### src/framed_serial_command_receiver_macros.svh
// assertion macros shared by the framed serial command receiver sources
// expects i_clk and i_rst_n (synchronous, active low) in the including module
`ifndef FRAMED_SERIAL_COMMAND_RECEIVER_MACROS_SVH
`define FRAMED_SERIAL_COMMAND_RECEIVER_MACROS_SVH

// condition holds at every clock edge outside reset
`define FSCR_ASSERT_ALWAYS(label, cond, msg) \
    label: assert property (@(posedge i_clk) disable iff (!i_rst_n) (cond)) else $error(msg);

// condition in one cycle implies the outcome in the next
`define FSCR_ASSERT_NEXT(label, pre, post, msg) \
    label: assert property (@(posedge i_clk) disable iff (!i_rst_n) (pre) |=> (post)) \
        else $error(msg);

`endif

### src/fscr_pkg.sv
// shared types and byte codes for the framed serial command receiver
// no dependencies; imported by fscr_parser, the top level and the testbench
package fscr_pkg;

    // framing and reply byte codes
    localparam logic [7:0] SYN_BYTE = 8'hFA;
    localparam logic [7:0] STX_BYTE = 8'hFD;
    localparam logic [7:0] ETX_BYTE = 8'hFE;
    localparam logic [7:0] ACK_BYTE = 8'hEF;
    localparam logic [7:0] NAK_BYTE = 8'hEE;

    // default receive buffer size in bytes
    localparam int BUFFER_BYTES_DEF = 256;

    // result kinds as carried on tuser
    typedef enum logic [1:0] {
        KIND_DATA   = 2'd0,
        KIND_ACCEPT = 2'd1,
        KIND_REJECT = 2'd2
    } t_kind;

    // one result word
    typedef struct packed {
        logic [7:0] reply_byte;
        logic [7:0] data_position;
        logic [7:0] data_value;
        logic [7:0] frame_length;
        logic [7:0] frame_subcommand;
        logic [7:0] frame_command;
        t_kind      kind;
    } t_result;

endpackage

### src/fscr_parser.sv
// frame parser: hunt, header, length, data, checksum and closing byte
// uses fscr_pkg and the assertion macros header
`include "framed_serial_command_receiver_macros.svh"

module fscr_parser #(
    parameter int BUFFER_BYTES = fscr_pkg::BUFFER_BYTES_DEF
) (
    input  logic              i_clk,
    input  logic              i_rst_n,
    input  logic              i_accept,
    input  logic [7:0]        i_byte,
    output logic              o_res_valid,
    output fscr_pkg::t_result o_res
);
    import fscr_pkg::*;

    localparam int LEN_W   = 16;
    localparam int MAX_LEN = BUFFER_BYTES - 9;
    localparam int CNT_W   = $clog2(MAX_LEN);

    typedef enum logic [2:0] {
        PH_HUNT   = 3'd0,
        PH_CMD    = 3'd1,
        PH_SUB    = 3'd2,
        PH_LEN_LO = 3'd3,
        PH_LEN_HI = 3'd4,
        PH_DATA   = 3'd5,
        PH_CSUM   = 3'd6,
        PH_CLOSE  = 3'd7
    } t_phase;

    t_phase             r_phase, n_phase;
    logic               r_prev_sync;
    logic               r_csum_hi, n_csum_hi;
    logic [CNT_W-1:0]   r_cnt, n_cnt;
    logic [7:0]         r_cmd, n_cmd;
    logic [7:0]         r_sub, n_sub;
    logic [LEN_W-1:0]   r_len, n_len;
    logic [LEN_W-1:0]   r_xor, n_xor;
    logic [LEN_W-1:0]   r_sum, n_sum;

    logic               restart;
    logic [LEN_W-1:0]   len_full;
    logic [LEN_W-1:0]   cnt_next_ext;
    logic [CNT_W+7:0]   pos_wide;

    assign restart      = r_prev_sync && (i_byte == STX_BYTE);
    assign len_full     = {i_byte, r_len[7:0]};
    assign cnt_next_ext = LEN_W'(r_cnt) + LEN_W'(1);
    assign pos_wide     = {8'b0, r_cnt};

    // next state and result for the byte on the input
    always_comb begin
        n_phase     = r_phase;
        n_csum_hi   = r_csum_hi;
        n_cnt       = r_cnt;
        n_cmd       = r_cmd;
        n_sub       = r_sub;
        n_len       = r_len;
        n_xor       = r_xor;
        n_sum       = r_sum;
        o_res_valid = 1'b0;
        o_res.kind             = KIND_DATA;
        o_res.frame_command    = r_cmd;
        o_res.frame_subcommand = r_sub;
        o_res.frame_length     = r_len[7:0];
        o_res.data_value       = 8'd0;
        o_res.data_position    = 8'd0;
        o_res.reply_byte       = 8'd0;

        if (restart) begin
            n_phase   = PH_CMD;
            n_cnt     = '0;
            n_csum_hi = 1'b0;
            n_xor     = '0;
            n_sum     = '0;
        end else begin
            case (r_phase)
                PH_HUNT: begin
                    n_phase = PH_HUNT;
                end
                PH_CMD: begin
                    n_cmd   = i_byte;
                    n_xor   = LEN_W'(i_byte);
                    n_phase = PH_SUB;
                end
                PH_SUB: begin
                    n_sub   = i_byte;
                    n_xor   = r_xor ^ LEN_W'(i_byte);
                    n_phase = PH_LEN_LO;
                end
                PH_LEN_LO: begin
                    n_len   = LEN_W'(i_byte);
                    n_phase = PH_LEN_HI;
                end
                PH_LEN_HI: begin
                    n_len = len_full;
                    if (len_full > LEN_W'(MAX_LEN)) begin
                        n_phase = PH_HUNT;
                    end else begin
                        n_xor     = r_xor ^ len_full;
                        n_cnt     = '0;
                        n_csum_hi = 1'b0;
                        n_phase   = (len_full != '0) ? PH_DATA : PH_CSUM;
                    end
                end
                PH_DATA: begin
                    n_xor                = r_xor ^ LEN_W'(i_byte);
                    o_res_valid          = 1'b1;
                    o_res.kind           = KIND_DATA;
                    o_res.data_value     = i_byte;
                    o_res.data_position  = pos_wide[7:0];
                    if (cnt_next_ext >= r_len) begin
                        n_cnt   = '0;
                        n_phase = PH_CSUM;
                    end else begin
                        n_cnt = r_cnt + CNT_W'(1);
                    end
                end
                PH_CSUM: begin
                    if (!r_csum_hi) begin
                        n_sum     = LEN_W'(i_byte);
                        n_csum_hi = 1'b1;
                    end else begin
                        n_sum     = {i_byte, r_sum[7:0]};
                        n_csum_hi = 1'b0;
                        n_phase   = PH_CLOSE;
                    end
                end
                PH_CLOSE: begin
                    o_res_valid = 1'b1;
                    if ((r_sum == r_xor) && (i_byte == ETX_BYTE)) begin
                        o_res.kind       = KIND_ACCEPT;
                        o_res.reply_byte = ACK_BYTE;
                    end else begin
                        o_res.kind       = KIND_REJECT;
                        o_res.reply_byte = NAK_BYTE;
                    end
                    n_phase = PH_HUNT;
                end
                default: begin
                    n_phase = PH_HUNT;
                end
            endcase
        end
    end

    // state update on each accepted word
    always_ff @(posedge i_clk) begin
        if (!i_rst_n) begin
            r_phase     <= PH_HUNT;
            r_prev_sync <= 1'b0;
            r_csum_hi   <= 1'b0;
            r_cnt       <= '0;
        end else if (i_accept) begin
            r_phase     <= n_phase;
            r_prev_sync <= (i_byte == SYN_BYTE);
            r_csum_hi   <= n_csum_hi;
            r_cnt       <= n_cnt;
        end
    end

    // frame fields and checksums
    always_ff @(posedge i_clk) begin
        if (!i_rst_n) begin
            r_cmd <= '0;
            r_sub <= '0;
            r_len <= '0;
            r_xor <= '0;
            r_sum <= '0;
        end else if (i_accept) begin
            r_cmd <= n_cmd;
            r_sub <= n_sub;
            r_len <= n_len;
            r_xor <= n_xor;
            r_sum <= n_sum;
        end
    end

    // checks
    `FSCR_ASSERT_NEXT(a_restart_to_cmd,
        i_accept && restart,
        r_phase == PH_CMD,
        "SYN STX did not restart framing")
    `FSCR_ASSERT_ALWAYS(a_cnt_below_len,
        (r_phase != PH_DATA) || (LEN_W'(r_cnt) < r_len),
        "data counter reached declared length")
    `FSCR_ASSERT_NEXT(a_oversize_drop,
        i_accept && !restart && (r_phase == PH_LEN_HI) && (len_full > LEN_W'(MAX_LEN)),
        r_phase == PH_HUNT,
        "oversized frame not dropped")

endmodule

### src/framed_serial_command_receiver.sv
// top level of the framed serial command receiver: stream ports and result register
// depends on fscr_pkg and fscr_parser
//
//  channel   direction  payload
//  s_axis    in         tdata: rx_byte
//  m_axis    out        tuser: kind; tdata: command, subcommand, length, value,
//                       position, reply
//
// one received byte is taken per cycle while no result is stalled; the parser decides in the same cycle
// and a data byte or verdict is written into the result register at the clock edge that takes the byte
// synchronous active-low reset returns the parser to hunting for SYN STX
// a stalled result holds the input side until it is taken; a new byte can be taken in that same cycle

module framed_serial_command_receiver #(
    parameter int BUFFER_BYTES = fscr_pkg::BUFFER_BYTES_DEF
) (
    input  logic        i_clk,
    input  logic        i_rst_n,
    input  logic        i_s_axis_tvalid,
    output logic        o_s_axis_tready,
    input  logic [7:0]  i_s_axis_tdata,   // [7:0] rx_byte
    output logic        o_m_axis_tvalid,
    input  logic        i_m_axis_tready,
    output logic [47:0] o_m_axis_tdata,   // [7:0] frame_command, [15:8] frame_subcommand,
                                          // [23:16] frame_length, [31:24] data_value,
                                          // [39:32] data_position, [47:40] reply_byte
    output logic [1:0]  o_m_axis_tuser    // [1:0] kind
);
    import fscr_pkg::*;

    logic    in_accept;
    logic    res_valid;
    t_result res;
    logic    r_valid;
    t_result r_res;

    assign o_s_axis_tready = !r_valid || i_m_axis_tready;
    assign in_accept       = i_s_axis_tvalid && o_s_axis_tready;

    fscr_parser #(
        .BUFFER_BYTES (BUFFER_BYTES)
    ) u_parser (
        .i_clk       (i_clk),
        .i_rst_n     (i_rst_n),
        .i_accept    (in_accept),
        .i_byte      (i_s_axis_tdata),
        .o_res_valid (res_valid),
        .o_res       (res)
    );

    // result register valid flag
    always_ff @(posedge i_clk) begin
        if (!i_rst_n) begin
            r_valid <= 1'b0;
        end else if (o_s_axis_tready) begin
            r_valid <= in_accept && res_valid;
        end
    end

    // result word
    always_ff @(posedge i_clk) begin
        if (in_accept && res_valid) begin
            r_res <= res;
        end
    end

    assign o_m_axis_tvalid = r_valid;
    assign o_m_axis_tuser  = r_res.kind;
    assign o_m_axis_tdata  = {r_res.reply_byte, r_res.data_position, r_res.data_value,
                              r_res.frame_length, r_res.frame_subcommand,
                              r_res.frame_command};

endmodule

### config.mk
export PLATFORM = sky130hd
export DESIGN_NAME = framed_serial_command_receiver
export DESIGN_NICKNAME = d
export VERILOG_FILES = /design/src/fscr_pkg.sv /design/src/fscr_parser.sv /design/src/framed_serial_command_receiver.sv
export VERILOG_INCLUDE_DIRS = /design/src /design/src/src
export SDC_FILE = /design/constraint.sdc
export NUM_CORES = 1
export LEC_CHECK = 0
export BUFFER_PORTS_ARGS = -buffer_cell sky130_fd_sc_hd__buf_2
export CAP_MARGIN = 20
export CORE_MARGIN = 1.5
export CORE_UTILIZATION = 55
export CTS_BUF_LIST = sky130_fd_sc_hd__clkbuf_4
export DETAILED_ROUTE_END_ITERATION = 8
export PLACE_DENSITY_LB_ADDON = 0.12
export SLEW_MARGIN = 40
export SYNTH_ARGS = -nofsm -noshare
export SYNTH_HDL_FRONTEND = slang
export SYNTH_HIERARCHICAL = 1
export SYNTH_SLANG_ARGS = --single-unit
### constraint.sdc
create_clock -name i_clk -period 2.8 [get_ports i_clk]
set_input_delay 0 -clock i_clk [delete_from_list [all_inputs] [get_ports i_clk]]
set_output_delay 0 -clock i_clk [all_outputs]
set_load 0.05 [all_outputs]
==> results.json, run 1 <==
{
  "setup_tns_ns": 0,
  "ir_drop_mv": 0.2860,
  "clock_latency_ns": 0.52,
  "combPwrFrac_pct": 5.4,
  "worstPathRequired_ns": 3.24,
  "synth_area_per_cell_um2": 9.655,
  "drtAntennaViolNets": 0,
  "placed_area_um2": 6332,
  "post_cts_buffers": 0,
  "cts_buffers": 17,
  "setup_viol": 0,
  "maxCapViolCount": 0,
  "io_pins": 64,
  "drive_above_1_share_pct": 19.04,
  "period_minus_slack_ns": 2.597,
  "powerDensity_nw_per_um2": 526.7,
  "synth_area_um2": 5957,
  "drt_iter0_markers": 366,
  "finalMaxSlewViolations": 0,
  "synth_seq_cells": 128,
  "grt_max_degree": 51,
  "path_cells": "ha_2 > nand3_2 > nor2_2 > xor2_1 > ha_1 > a211o_1 > o211ai_1 > nand4b_1 > o21ai_1 > buf_4 > nand3_1 > a31oi_1",
  "synth_cell_types": 57,
  "synth_ff_type": "dfxtp_1",
  "p_leak_nw": 2.573,
  "syn_to_final_growth_pct": 14.30,
  "ys_seq_area_share_pct": 51.42,
  "crit_fanout": 11,
  "design_area_um2": 6809,
  "synth.most_common_cell": "dfxtp_1",
  "grt_setup_unrepaired": "false",
  "relSlewSlack_pct": 52.39,
  "finalWirelength_mm": 14.40,
  "hold_viol": 0,
  "swShare_pct": 24.17,
  "overflow": 0,
  "root_buffer": "clkbuf_4",
  "syn-num-nets": 639,
  "dieArea_um2": 11460,
  "cp.buffers_inverters": 1,
  "startpoint_type": "flip-flop",
  "start_util_pct": 57.19,
  "seqPwrFrac_pct": 54.1,
  "clockPowerShare_pct": 40.5,
  "cts_buffer_depth": 2,
  "antenna_found_initial": 0,
  "antenna_cells": 0,
  "dp_hpwl_mm": 9.342,
  "synthCells": 617,
  "coreArea_um2": 10420,
  "hold_path.class": "input port to flip-flop",
  "vias_per_cell": 5.902,
  "nets": 697,
  "port_buffers": 63,
  "htree_levels": 4,
  "p_int_w": 0.002720,
  "first_pass_iters": 5,
  "path_delay_family": "compound AO/OA/AOI/OAI gates",
  "cts_sinks": 128,
  "yosys.area.top_type": "dfxtp_1",
  "die_w_um": 107.1,
  "total_power_w": 0.003587,
  "slowest_stage": "dfxtp_1",
  "crit_path_end_kind": "flip-flop",
  "placementRows": 37,
  "synthTopCellsByCount": "dfxtp_1, nand2_1, nor2_1, a21oi_1, edfxtp_1",
  "dieHeight_um": 107.1,
  "gp_congestion": 0.8860,
  "slowest_delay_ns": 0.42,
  "cts_tree": "done",
  "yosysWarnings": 6,
  "period_share_pct": 92.74,
  "tightest_slew_ns": 0.7141,
  "wl_per_cell_um": 17.47,
  "fin_util_pct": 65.37,
  "clock.fmax_ghz": 0.3851,
  "grt_pass1_wl_mm": 22.82,
  "vias": 4863,
  "critPathArrivalTime_ns": 3.04,
  "skew_ns": 0.01371,
  "yosys.area.top_type_share_pct": 26.21,
  "drc_errors": 0,
  "criticalPathCategory": "flip-flop to flip-flop",
  "synthTopCellsByArea": "dfxtp_1, edfxtp_1, a21oi_1",
  "outcome": "finished, final reports clean",
  "grt_pass1_vias": 4417,
  "synth-async-reset-ratio_pct": 0,
  "globalRouteTotalUtil_pct": 25.88,
  "cts.clk_slew.worst_paths_ns": 0.12,
  "synth_edf_count": 50,
  "switchingPower_w": 0.0008667
}
timing repair:
item / 4_1_cts / 5_1_grt
resized for setup: 0 / 7
hold buffers: 12 / 0
setup endpoints to repair: 0 / 11
hold endpoints to repair: 56 / 0
flip-flops by register name, indices dropped and copies added (netlist names):
signal                count
u_parser/r_len           16
o_m_axis_tvalid           1
o_m_axis_tdata           48
u_parser/r_cnt            8
o_m_axis_tuser            2
u_parser/r_sum           16
u_parser/r_xor           16
u_parser/r_prev_sync      1
u_parser/r_phase          3
u_parser/r_sub            8
u_parser/r_cmd            8
u_parser/r_csum_hi        1
cell type report:
| cell class | count | area [µm²] |
|---|---|---|
| fill | 861 | 3607 |
| sequential | 128 | 3065 |
| multi-input combinational | 419 | 2594 |
| timing repair buffer | 93 | 583.1 |
| clock inverter | 15 | 209.0 |
| tap | 136 | 170.2 |
| clock buffer | 17 | 127.6 |
| inverter | 16 | 60.06 |
per-layer routing:
| layer | track usage [%] | up-vias | part of all wire [%] |
|---|---|---|---|
| li1 | - | 2314 | - |
| met1 | 34.73 | 2349 | 45 |
| met2 | 40.81 | 175 | 47 |
| met3 | 5.410 | 25 | 6.8 |
| met4 | 10.38 | 0 | 1.6 |
| met5 | 0 | - | 0 |
placed cells by master, fill, tap and decap left out, types with 17 or more instances in the layout:
cell,synthesis,layout
dfxtp_1,78,76
clkbuf_4,0,17
nand4_1,22,22
buf_4,15,17
mux2i_1,25,25
buf_2,2,63
edfxtp_1,50,50
nor2_1,53,51
nand2_1,69,69
a21oi_1,52,52
through the flow:
stage               worst slack (ns)  cells  hold slack, ns
CTS                          0.06443    824          0.3568
floorplan                     0.2657    617          0.1503
global route                 0.03169    824          0.3915
detailed placement           0.08452    780          0.3057
finish                        0.2033    824          0.4063
global placement              0.2939    780          0.2961
kinds of logic after synthesis:
family / share of synthesized area [%]
xor+xnor: 3.235
simple gates: 21.80
buf+inv: 5.524
other cells: 0.06295
fa+ha+maj: 2.100
mux: 4.201
compound gates: 11.66
flops: 51.42
worst paths after layout:
path                                       start  slack [ns]  cells past startpoint                        endpoint
setup reg to reg  u_parser/r_cnt[1]$_SDFFE_PN0P_        0.20                     12  u_parser/r_cnt[3]$_SDFFE_PN0P_
setup / recovery  u_parser/r_cnt[1]$_SDFFE_PN0P_        0.20                     12  u_parser/r_cnt[3]$_SDFFE_PN0P_
hold / removal                 i_s_axis_tdata[0]        0.41                      4  u_parser/r_cmd[0]$_SDFFE_PN0P_
hold reg to reg   u_parser/r_cmd[7]$_SDFFE_PN0P_        0.44                      0     o_m_axis_tdata[7]$_DFFE_PP_
worst reg2reg max path, delay by kind of cell, from the launching register on:
kind            cells  cell delay, ns
compound gates      4            0.72
xor+xnor            1            0.10
fa+ha+maj           2            0.49
buf+inv             1            0.22
flops               1            0.42
simple gates        4            0.58
power groups by stage:
| stage | logic [W] | clock network, W | registers (W) |
|---|---|---|---|
| floorplan | 0.000115 | 0 | 0.00198 |
| global placement | 0.000173 | 0 | 0.00198 |
| detailed placement | 0.000176 | 0 | 0.00198 |
| CTS | 0.000189 | 0.00148 | 0.00194 |
| global route | 0.000209 | 0.00156 | 0.00194 |
| finish | 0.000193 | 0.00145 | 0.00194 |
No activity file was read; power rests on OpenSTA's default activity.
==> run 2: changes to the inputs <==
PLACE_DENSITY = 0.72   (was default)
PLACE_DENSITY_LB_ADDON = default   (was 0.12)
clock period = 2.6 ns   (was 2.8 ns; I/O delays follow)
==> run 2 against run 1 <==
Compared with the run above: maximum frequency is 6.0% higher; sequential share of layout area is 0.18 points lower; final cell count is 0.73% higher; critical path depth is 2 lower; total power is 5.3% higher; final area is 0.57% higher; via count is 1.0% higher; worst setup slack worse by 0.053 ns; core utilization is 0.37 points higher; critical path type unchanged.
==> results.json, run 2 (same netlist as run 1, synthesis figures left out) <==
{
  "io_pins": 64,
  "die_w_um": 107.1,
  "dp_hpwl_mm": 9.381,
  "slowest_delay_ns": 0.39,
  "hold_path.class": "input port to flip-flop",
  "gp_congestion": 0.8717,
  "dieHeight_um": 107.1,
  "period_minus_slack_ns": 2.450,
  "relSlewSlack_pct": 57.77,
  "slowest_stage": "dfxtp_2",
  "fillCellCount": 836,
  "coreArea_um2": 10420,
  "setup_tns_ns": 0,
  "syn_to_final_growth_pct": 14.95,
  "grt_pass1_wl_mm": 22.89,
  "overflow": 0,
  "mostFrequentLayoutCells": "dfxtp_1, nand2_1, buf_2",
  "maxCapViolCount": 0,
  "clock_latency_ns": 0.55,
  "htree_levels": 4,
  "grtUsageMet3_pct": 4.985,
  "swShare_pct": 24.91,
  "antenna_cells": 0,
  "startpoint_type": "flip-flop",
  "place_inst": 786,
  "vias": 4914,
  "outcome": "finished, final reports clean",
  "drc_errors": 0,
  "first_pass_iters": 6,
  "drt_iter0_markers": 461,
  "seqCellArea_um2": 3070,
  "p_int_w": 0.002836,
  "total_power_w": 0.003776,
  "hold_viol": 0,
  "placed_area_um2": 6379,
  "hold_path.startpoint": "i_s_axis_tdata[6]",
  "crit_start": "u_parser/r_cnt[0]$_SDFFE_PN0P_",
  "post_cts_buffers": 0,
  "nets": 703,
  "finalNonFillerCells": 830,
  "tightest_slew_ns": 0.6328,
  "cts_sinks": 128,
  "crit_fanout": 6,
  "largest_reg_flops": 48,
  "skew_ns": 0.01637,
  "use_met2_pct": 41.67,
  "cp.buffers_inverters": 0,
  "criticalPathCategory": "flip-flop to flip-flop",
  "setup_viol": 0,
  "drive_above_1_share_pct": 19.74,
  "antenna_found_initial": 0,
  "crit_path_end_kind": "flip-flop",
  "seqPwrFrac_pct": 55.3,
  "finalWirelength_mm": 14.53,
  "finalMaxSlewViolations": 0,
  "cts_tree": "done",
  "drtAntennaViolNets": 0,
  "grt_max_degree": 51,
  "powerDensity_nw_per_um2": 551.5,
  "combPwrFrac_pct": 5.6,
  "port_buffers": 63,
  "start_util_pct": 57.19,
  "dieArea_um2": 11460,
  "critPathArrivalTime_ns": 2.92,
  "clockPowerShare_pct": 39.1,
  "r2r_start": "u_parser/r_cnt[0]$_SDFFE_PN0P_",
  "wl_per_cell_um": 17.51,
  "p_leak_nw": 2.595,
  "root_buffer": "clkbuf_4",
  "globalRouteTotalUtil_pct": 26.11,
  "cts_buffer_depth": 2,
  "cts.clk_slew.worst_paths_ns": 0.11,
  "ir_drop_mv": 0.3434,
  "vias_per_cell": 5.920,
  "use_met1_pct": 34.85,
  "clock.fmax_ghz": 0.4082,
  "placementRows": 37,
  "switchingPower_w": 0.0009409,
  "period_share_pct": 94.23,
  "path_cells": "ha_2 > nand3_4 > nor2_4 > xor2_1 > ha_1 > nand4_1 > a221oi_1 > o21ai_1 > a211oi_2 > mux2i_1",
  "busiest_layer": "met2",
  "cts_buffers": 17,
  "grt_pass1_vias": 4545,
  "multi_input_area_um2": 2592,
  "layout_commonest_cell": "dfxtp_1",
  "path_delay_family": "compound AO/OA/AOI/OAI gates",
  "worstPathRequired_ns": 3.07,
  "design_area_um2": 6848
}
## run 2: cell type report
cell class / count / share of cell area (%)
Tap cell: 136 / 2.485
Inverter: 16 / 0.8770
Clock buffer: 17 / 1.864
Clock inverter: 15 / 2.722
Multi-Input combinational cell: 419 / 37.86
Sequential cell: 128 / 44.84
Timing Repair Buffer: 99 / 9.355
## run 2: metal layers
layer | wire (µm) | up-vias
met5 | 0 | -
met4 | 257 | 0
met3 | 1041 | 30
met2 | 6959 | 233
met1 | 6272 | 2330
li1 | - | 2321
## run 2: power groups by stage
stage          Clock (W)  Combinational, W  Sequential (W)
2_1_floorplan          0          0.000124         0.00213
3_3_place_gp           0          0.000188         0.00213
3_5_place_dp           0          0.000192         0.00214
4_1_cts          0.00150          0.000206         0.00209
5_1_grt          0.00157          0.000227         0.00209
6_report         0.00148          0.000212         0.00209
## run 2: path summary, 6_finish.rpt
check / to / slack, ns / depth (start not counted)
worst max-delay path: u_parser/r_phase[2]$_SDFFE_PN0P_ / 0.15 / 10
worst min-delay path: u_parser/r_sum[6]$_SDFFE_PN0P_ / 0.36 / 4
worst max register to register: u_parser/r_phase[2]$_SDFFE_PN0P_ / 0.15 / 10
worst min register to register: o_m_axis_tdata[12]$_DFFE_PP_ / 0.44 / 0
## run 2: repair_timing
action,CTS,global route
pin swaps,1,2
gates cloned,0,0
hold buffers,12,0
hold endpoints to repair,60,0
endpoints found under the setup margin,8,11
gates resized for setup,2,9
## run 2: through the flow
| step | utilization [%] | setup WS (ns) | hold WS (ns) |
|---|---|---|---|
| floorplan | - | 0.06566 | 0.1503 |
| global placement | 61.24 | 0.08873 | 0.2965 |
| detailed placement | 61.24 | -0.02539 | 0.3139 |
| CTS | 65.48 | 0.06706 | 0.3085 |
| global route | 65.74 | -0.01555 | 0.3576 |
| finish | 65.74 | 0.1501 | 0.3624 |
## run 2: worst register-to-register path, stage by stage (launching register included)
cell and delay (ns):
dfxtp_2 0.39, ha_2 0.25, nand3_4 0.13, nor2_4 0.16, xor2_1 0.09, ha_1 0.30
nand4_1 0.09, a221oi_1 0.24, o21ai_1 0.15, a211oi_2 0.34, mux2i_1 0.23
==> run 3: changes to the inputs <==
CTS_BUF_LIST = sky130_fd_sc_hd__clkbuf_8   (was sky130_fd_sc_hd__clkbuf_4)
==> run 3 against run 2 <==
Compared with the run above: clock skew is 0.0080 ns lower; critical endpoint is now u_parser/r_cnt[3]$_SDFFE_PN0P_; highest routed layer unchanged; combinational power hardly changed; register-to-register slack worse by 0.04 ns; largest cell class unchanged; worst hold slack worse by 0.31 ns; final area is 1.2% higher; critical path depth is 1 higher; worst setup slack worse by 0.037 ns.
==> results.json, run 3 (same netlist as run 1, synthesis figures left out) <==
{
  "total_power_w": 0.004085,
  "layout_commonest_cell": "dfxtp_1",
  "worstPathRequired_ns": 2.97,
  "drc_errors": 0,
  "powerDensity_nw_per_um2": 589.4,
  "globalRouteTotalUtil_pct": 26.22,
  "wl_per_cell_um": 17.44,
  "p_leak_nw": 2.633,
  "drtAntennaViolNets": 0,
  "cts_sinks": 128,
  "post_cts_buffers": 0,
  "coreArea_um2": 10420,
  "dieHeight_um": 107.1,
  "seqCellArea_um2": 3065,
  "gp_congestion": 0.8717,
  "r2r_start": "u_parser/r_cnt[1]$_SDFFE_PN0P_",
  "cts.clk_slew.worst_paths_ns": 0.08,
  "die_w_um": 107.1,
  "fillCellCount": 830,
  "hold_path.startpoint": "i_s_axis_tdata[7]",
  "period_minus_slack_ns": 2.487,
  "ir_drop_mv": 0.3033,
  "cts_buffer_depth": 2,
  "dieArea_um2": 11460,
  "largest_reg_flops": 48,
  "outcome": "finished, final reports clean",
  "drt_iter0_markers": 453,
  "startpoint_type": "flip-flop",
  "finalMaxSlewViolations": 0,
  "multi_input_area_um2": 2595,
  "crit_fanout": 11,
  "critPathArrivalTime_ns": 2.86,
  "placementRows": 37,
  "finalWirelength_mm": 14.44,
  "relSlewSlack_pct": 57.98,
  "drive_above_1_share_pct": 19.80,
  "skew_ns": 0.008329,
  "io_pins": 64,
  "tightest_slew_ns": 0.6297,
  "clock.fmax_ghz": 0.4020,
  "overflow": 0,
  "cts_tree": "done",
  "first_pass_iters": 5,
  "clock_latency_ns": 0.45,
  "maxCapViolCount": 0,
  "hold_viol": 0,
  "crit_start": "u_parser/r_cnt[1]$_SDFFE_PN0P_",
  "htree_levels": 4,
  "root_buffer": "clkbuf_8",
  "antenna_cells": 0,
  "cts_buffers": 17,
  "start_util_pct": 57.19,
  "port_buffers": 63,
  "mostFrequentLayoutCells": "dfxtp_1, nand2_1, buf_2",
  "dp_hpwl_mm": 9.381,
  "vias_per_cell": 5.859,
  "setup_viol": 0,
  "grt_max_degree": 51,
  "grt_pass1_vias": 4510,
  "period_share_pct": 95.67,
  "crit_path_end_kind": "flip-flop",
  "antenna_found_initial": 0,
  "fin_ws_ns": 0.1127,
  "criticalPathCategory": "flip-flop to flip-flop",
  "vias": 4851,
  "syn_to_final_growth_pct": 16.36,
  "nets": 701,
  "hold_path.class": "input port to flip-flop",
  "dp_slack_ns": -0.02539,
  "grt_pass1_wl_mm": 22.83
}
[run 3: cell types whose count changed in the layout (fill, tap and decap cells not counted), sizes merged]
cell,previous run,this run
dlygate4sd3,12,10
[run 3: stage by stage]
stage	instances	area, µm²	util [%]	setup TNS (ns)	hold WS, ns
2_1_floorplan	617	5957	-	0	0.1503
3_3_place_gp	786	6379	61.24	0	0.2965
3_5_place_dp	786	6379	61.24	-0.07373	0.3139
4_1_cts	828	6907	66.31	0	0.02914
5_1_grt	828	6932	66.55	-0.2520	0.06270
6_report	828	6932	66.55	0	0.05197
[run 3: layout make-up]
type | instances | share of cell area [%]
sequential | 128 | 44.22
multi-input combinational | 419 | 37.44
timing repair buffer | 97 | 8.953
clock buffer | 17 | 3.375
clock inverter | 15 | 2.690
tap | 136 | 2.455
inverter | 16 | 0.8664
[run 3: repair_timing]
item,4_1_cts,5_1_grt
pin swaps,1,1
hold endpoints to repair,25,0
setup endpoints to repair,8,11
gates resized for setup,2,7
hold buffers,10,0
[run 3: final timing paths]
path	endpoint	cells past startpoint	slack [ns]
max reg2reg	u_parser/r_cnt[3]$_SDFFE_PN0P_	11	0.11
min	u_parser/r_sum[7]$_SDFFE_PN0P_	4	0.05
max	u_parser/r_cnt[3]$_SDFFE_PN0P_	11	0.11
min reg2reg	o_m_axis_tdata[5]$_DFFE_PP_	0	0.43
[run 3: routing by layer]
layer	wire (µm)	part of all wire, %	GRT usage (%)	up-vias
li1	-	-	-	2319
met1	6260	43	34.55	2303
met2	6967	48	42.17	194
met3	929	6.4	4.985	35
met4	283	2.0	11.14	0
met5	0	0	0	-
[run 3: critical path, cell delays in order (launching register included)]
cell      delay (ns)
dfxtp_1         0.38
ha_2            0.24
nand3_2         0.18
nor2_4          0.19
xor2_1          0.18
ha_1            0.27
o211ai_1        0.17
nand4b_1        0.15
o21ai_2         0.20
buf_4           0.20
nand3_1         0.09
a31oi_1         0.16
[run 3: where the power goes]
group	switching (W)	internal, W	total [W]
logic	0.000133	0.0000761	0.000209
registers	0.0000113	0.00208	0.00209
clock network	0.000827	0.000960	0.00179
total	0.000971	0.00311	0.00409
